**src/rtl/ttq_pkg.sv**
```systemverilog
// Types, constants and codes for the timed task queue.
package ttq_pkg;

    localparam int DEPTH    = 32;
    localparam int CNT_W    = $clog2(DEPTH + 1);
    localparam int TIME_W   = 24;
    localparam int HANDLE_W = 8;
    localparam int IVAL_W   = 16;
    localparam int STAT_W   = 2;
    localparam int QCNT_W   = 6;

    localparam logic KIND_REGISTER = 1'b0;
    localparam logic KIND_POLL     = 1'b1;

    localparam logic [STAT_W-1:0] ST_OK      = 2'd0;
    localparam logic [STAT_W-1:0] ST_FULL    = 2'd1;
    localparam logic [STAT_W-1:0] ST_DROPPED = 2'd2;

    typedef struct packed {
        logic                kind;
        logic [HANDLE_W-1:0] task_handle;
        logic [TIME_W-1:0]   due_time;
        logic [IVAL_W-1:0]   repeat_interval;
        logic [TIME_W-1:0]   now_time;
    } in_item_t;

    typedef struct packed {
        logic                fired;
        logic [HANDLE_W-1:0] fired_task;
        logic [STAT_W-1:0]   status;
        logic [QCNT_W-1:0]   queue_count;
    } out_item_t;

    typedef struct packed {
        logic [HANDLE_W-1:0] handle;
        logic [TIME_W-1:0]   due;
        logic [IVAL_W-1:0]   ival;
    } entry_t;

    typedef enum logic [1:0] {
        OP_HOLD,
        OP_INSERT,
        OP_REMOVE,
        OP_REM_INSERT
    } cell_op_t;

    // broadcast to every cell
    typedef struct packed {
        cell_op_t op;
        entry_t   ent;
    } cell_ctrl_t;

    // what a cell shows its neighbors
    typedef struct packed {
        logic   valid;
        logic   le;
        entry_t ent;
    } cell_link_t;

endpackage

```
**src/rtl/ttq_cell.sv**
```systemverilog
// One slot of the sorted queue: holds an entry and shifts with its neighbors.
module ttq_cell (
    input  logic               clk,
    input  logic               rst_n,
    input  logic               head,
    input  ttq_pkg::cell_ctrl_t ctrl,
    input  ttq_pkg::cell_link_t left,
    input  ttq_pkg::cell_link_t right,
    output ttq_pkg::cell_link_t link
);

    logic            valid_reg;
    logic            valid_next;
    ttq_pkg::entry_t ent_reg;
    ttq_pkg::entry_t ent_next;
    logic            le;

    // entry sorts at or before the new key
    assign le = valid_reg && (ent_reg.due <= ctrl.ent.due);

    always_comb
    begin
        valid_next = valid_reg;
        ent_next   = ent_reg;
        unique case (ctrl.op)
            ttq_pkg::OP_HOLD:
            begin
                valid_next = valid_reg;
            end
            ttq_pkg::OP_INSERT:
            begin
                if (!le)
                begin
                    if (left.le)
                    begin
                        valid_next = 1'b1;
                        ent_next   = ctrl.ent;
                    end
                    else
                    begin
                        valid_next = left.valid;
                        ent_next   = left.ent;
                    end
                end
            end
            ttq_pkg::OP_REMOVE:
            begin
                valid_next = right.valid;
                ent_next   = right.ent;
            end
            ttq_pkg::OP_REM_INSERT:
            begin
                // remove head, then insert into the shifted view
                if (right.le)
                begin
                    valid_next = right.valid;
                    ent_next   = right.ent;
                end
                else if (head || le)
                begin
                    valid_next = 1'b1;
                    ent_next   = ctrl.ent;
                end
            end
            default:
            begin
                valid_next = valid_reg;
            end
        endcase
    end

    always_ff @(posedge clk or negedge rst_n)
    begin
        if (!rst_n)
        begin
            valid_reg <= 1'b0;
        end
        else
        begin
            valid_reg <= valid_next;
        end
    end

    always_ff @(posedge clk)
    begin
        ent_reg <= ent_next;
    end

    assign link.valid = valid_reg;
    assign link.le    = le;
    assign link.ent   = ent_reg;

endmodule

```
**config.mk**
```make
export PLATFORM = sky130hd
export DESIGN_NAME = ttq_cell
export DESIGN_NICKNAME = d
export VERILOG_FILES = /design/src/rtl/ttq_pkg.sv /design/src/rtl/ttq_cell.sv
export SDC_FILE = /design/constraint.sdc
export NUM_CORES = 1
export LEC_CHECK = 0
export ABC_AREA = 1
export BUFFER_PORTS_ARGS = -buffer_cell sky130_fd_sc_hd__clkbuf_2
export CAP_MARGIN = 40
export CORE_MARGIN = 2
export CORE_UTILIZATION = 40
export CTS_BUF_LIST = sky130_fd_sc_hd__clkbuf_8
export CTS_CLUSTER_DIAMETER = 60
export DETAILED_ROUTE_END_ITERATION = 10
export MAX_ROUTING_LAYER = met4
export PLACE_DENSITY = 0.74
export SLEW_MARGIN = 20
export SYNTH_ARGS = -nofsm -noshare
export SYNTH_HDL_FRONTEND = slang
export SYNTH_SLANG_ARGS = --single-unit
```
**constraint.sdc**
```tcl
create_clock -name clk -period 6.5 [get_ports clk]
set_input_delay 1.3 -clock clk [delete_from_list [all_inputs] [get_ports clk]]
set_output_delay 1.3 -clock clk [all_outputs]
set_load 0.05 [all_outputs]
```
==> results_tabular.tex <==
\begin{tabular}{lr}
\hline
Metric & Value \\
\hline
\multicolumn{2}{l}{\textbf{Outcome}} \\
\quad Status & completed \\
\multicolumn{2}{l}{\textbf{STA}} \\
\quad Max Clk Rate & 0.241 GHz \\
\quad Period utilization & roughly 64\% \\
\quad RSZ-0062 raised after global routing & false \\
\quad Worst-margin pin slew & approximately 0.75 ns \\
\quad Post-layout minimum cycle time & 4.15 ns \\
\quad Slew Limit Fails & 0 \\
\quad Setup TNS & 0 ns \\
\quad Skew final & between 0.009 and 0.01 ns \\
\quad Hold Vio Cnt, Final & 0 \\
\quad Final hold slack & 0.556 ns \\
\quad Slew margin rel. & around half \\
\quad Final setup violation count & 0 \\
\multicolumn{2}{l}{\textbf{Floorplan}} \\
\quad Initial Utilization & between 40\% and 50\% \\
\quad Top-level I/O count & about 200 \\
\quad Height of the chip & between 90 and 100 microns \\
\quad Die area & 8870 sq um \\
\quad Site Rows & 32 \\
\quad Width of the die & between 90 and 100 microns \\
\quad CORE AREA & a little under 8000 sq um \\
\multicolumn{2}{l}{\textbf{Setup path}} \\
\quad Element type at the critical path end & primary output \\
\quad Data arrival at the endpoint of the critical path & approximately 2.9 ns \\
\quad Crit Reg-Reg Endpoint & link[13] \\
\quad Setup crit start kind & input port \\
\quad Reg2Reg Setup Slack & 3.87 ns \\
\quad Launch instance of the worst register-to-register path & link[39] \\
\quad Depth of the worst register-to-register path & 12 \\
\quad Biggest fanout along the worst timing path & 3 \\
\quad Data required time at the worst endpoint & around 5.2 ns \\
\quad Critical path class & in2out \\
\multicolumn{2}{l}{\textbf{Synth}} \\
\quad Dominant cell type by area after synthesis & sky130\_fd\_sc\_hd\_\_edfxtp\_1 \\
\quad Sequential share of the synthesized area & a little under half \\
\quad Post-synthesis cell type count & 23 \\
\quad Post-Syn Area & about 3300 sq um \\
\quad Cell count after synthesis & 407 \\
\quad Yosys warnings & 0 \\
\quad List of most frequent post-synthesis cells & sky130\_fd\_sc\_hd\_\_nand2\_1, sky130\_fd\_sc\_hd\_\_nor2\_1, sky130\_fd\_sc\_hd\_\_edfxtp\_1, sky130\_fd\_sc\_hd\_\_a31oi\_1, sky130\_fd\_sc\_hd\_\_inv\_1 \\
\quad Ranking of synthesized cells by area & sky130\_fd\_sc\_hd\_\_edfxtp\_1, sky130\_fd\_sc\_hd\_\_nand2\_1, sky130\_fd\_sc\_hd\_\_ha\_1 \\
\quad Number of synthesized register bits & 49 \\
\quad Number of flops mapped to enable cells by yosys & 48 \\
\quad Syn Area/Cell & $\sim$8.0 sq um \\
\quad Dominant cell by count in the synthesized netlist & sky130\_fd\_sc\_hd\_\_nand2\_1 \\
\quad Fraction of registers with async set or reset after synthesis & 2.04\% \\
\quad Dominant synthesized flop cell & sky130\_fd\_sc\_hd\_\_edfxtp\_1 \\
\quad Post-synth top area share & between 40\% and 50\% \\
\quad Post-synthesis net count & 584 \\
\multicolumn{2}{l}{\textbf{Layout}} \\
\quad Count of inserted antenna diode cells & 0 \\
\quad NumNets Final & just under 800 \\
\quad Area used by multi-input combinational logic & 1540 sq um \\
\quad Share of cells above drive strength 1 & a little over a third \\
\quad Area taken by flip-flops and latches & between 1000 and 1500 sq um \\
\quad Layout filler cell count & between 700 and 800 \\
\quad Number of flip-flops in the largest register & between 40 and 50 \\
\quad Non-Filler Cell Area, Final & about 4400 sq um \\
\quad Post-synthesis to final-layout area growth & 36.5\% \\
\multicolumn{2}{l}{\textbf{Place}} \\
\quad Total half-perimeter wirelength after legalization and detailed placement & roughly 7.6 mm \\
\quad Routability congestion estimate from global placement & 0.778 \\
\quad Number of buffers inserted by port buffering & roughly 200 \\
\quad Placed cell area & $\sim$4300 sq um \\
\multicolumn{2}{l}{\textbf{Power and ir drop}} \\
\quad Combinational share of power & 38.2\% \\
\quad Final total power & just over 1 mW \\
\quad Proportion of power drawn by flip-flops and latches & around two fifths \\
\quad Switching power & 0.399 mW \\
\quad Pwr/cell area & about 230 nW/um\^{}2 \\
\quad Net Sw Frac & 38.9\% \\
\quad Clock share of power & a little over a fifth \\
\quad Leakage power & around 2.3 nW \\
\quad Peak supply drop & 0.112 mV \\
\quad Power Internal & 0.626 mW \\
\multicolumn{2}{l}{\textbf{Drt}} \\
\quad Vias/cell & between 5 and 6 \\
\quad Post-Route WL & approximately 9.6 mm \\
\quad Total number of vias & around 3500 \\
\quad Remaining number of nets flagged by the antenna check after routing & 0 \\
\quad Starting DRC count in detailed routing & between 150 and 200 \\
\quad Initial DRT Pass Iterations & 4 \\
\quad Wire per inst & roughly 14 microns \\
\quad DRC violation count after routing & 0 \\
\multicolumn{2}{l}{\textbf{Clock tree}} \\
\quad Clock-pin transition on the worst setup and hold timing paths & approximately 0.090 ns \\
\quad CTS root buf & sky130\_fd\_sc\_hd\_\_clkbuf\_8 \\
\quad Post-CTS Resized & 0 \\
\quad TritonCTS clock tree & built \\
\quad Total clock buffers created by CTS & 5 \\
\quad Post-CTS setup buffer count & 0 \\
\quad Htree depth & 2 \\
\quad Clock sink count & between 40 and 50 \\
\quad Hold buffers post-CTS & 0 \\
\quad Maximum clock path buffer count & 2 \\
\quad Later-pin clock latency in the skew report & 0.30 ns \\
\multicolumn{2}{l}{\textbf{Run}} \\
\quad Number of max-cap violations & 0 \\
\multicolumn{2}{l}{\textbf{Worst hold path}} \\
\quad Worst Hold End & valid\_reg \\
\quad Hold wc startpoint & valid\_reg \\
\quad Number of cells traversed by the worst hold path & 2 \\
\quad Worst min-delay path class & reg2reg \\
\multicolumn{2}{l}{\textbf{Global route}} \\
\quad Overall overflow remaining after global route & 0 \\
\quad Antenna violations before repair & 0 \\
\quad Largest net degree at the start of global routing & 81 \\
\quad Global Route Usage Sum & a little over a fifth \\
\quad First-pass GRT wire length & 14.7 mm \\
\quad Number of global-route vias before repair & about 3200 \\
\hline
\end{tabular}
[layout make-up]
class	instances	share of cell area, %
multi-input cells	297	34.7
flip-flops and latches	49	33.0
repair buffers	205	23.5
inverters	42	3.55
well taps	102	2.87
clock buffers	5	1.55
clock inverters	2	0.789
[metal layers]
layer | track usage, % | up-vias | share of wire (%)
li1 | - | 1772 | -
met1 | 26.3 | 1588 | 41
met2 | 37.7 | 152 | 51
met3 | 2.89 | 12 | 6.3
met4 | 5.31 | 0 | 1.3
met5 | - | - | 0
[per-stage QoR]
stage | std cells | utilization (%) | setup WS, ns
global route | 702 | 56.9 | 2.19
global placement | 694 | 55.3 | 2.40
CTS | 702 | 56.9 | 2.36
floorplan | 407 | - | 2.78
finish | 702 | 56.9 | 2.35
detailed placement | 695 | 55.6 | 2.37
[power by group through the flow]
stage | logic (mW) | clock network [mW] | registers, mW
2_1_floorplan | 0.130 | 0 | 0.565
3_3_place_gp | 0.383 | 0 | 0.427
3_5_place_dp | 0.394 | 0 | 0.428
4_1_cts | 0.395 | 0.218 | 0.421
5_1_grt | 0.424 | 0.229 | 0.426
6_report | 0.391 | 0.213 | 0.421
[cells in the final DEF, fill, tap and decap left out, drive strengths merged]
cell	n
clkbuf	207
nand2	124
nor2	59
edfxtp	48
inv	42
a31oi	38
ha	24
o21ai	19
a21oi	14
o221ai	5
nand3	4
nand4	3
buf	3
a21o	2
nor3	2
o311ai	1
o211ai	1
o22a	1
clkinv	1
bufinv	1
dfrtp	1
[critical path: stages]
cell and delay (ns):
sky130_fd_sc_hd__clkbuf_2 0.10, sky130_fd_sc_hd__inv_1 0.05, sky130_fd_sc_hd__ha_1 0.29, sky130_fd_sc_hd__nand2_1 0.06, sky130_fd_sc_hd__nor2_1 0.18, sky130_fd_sc_hd__nand2_1 0.10, sky130_fd_sc_hd__nor2_1 0.16, sky130_fd_sc_hd__nand4_1 0.09
sky130_fd_sc_hd__nand2_1 0.11, sky130_fd_sc_hd__nand2_1 0.08, sky130_fd_sc_hd__inv_1 0.06, sky130_fd_sc_hd__clkbuf_2 0.26
[worst max-delay path by stage]
stage                        start       end  slack [ns]  cells after the start
after global routing      ctrl[39]  link[48]        2.19                     12
after floorplan           ctrl[31]  link[48]        2.78                     11
final                     ctrl[39]  link[48]        2.35                     12
after global placement    ctrl[39]  link[48]        2.40                     12
after detailed placement  ctrl[39]  link[48]        2.37                     12
after CTS                 ctrl[39]  link[48]        2.36                     12
[kinds of logic (layout without fill, tap and decap cells)]
| family | count (synthesis) | in the layout | synth area share [%] |
|---|---|---|---|
| flops | 49 | 49 | 45.1 |
| compound gates | 81 | 81 | 15.3 |
| fa+ha+maj | 24 | 24 | 9.23 |
| simple gates | 192 | 192 | 22.7 |
| buf+inv | 61 | 254 | 7.73 |
Power figures use the tool's default switching activity.
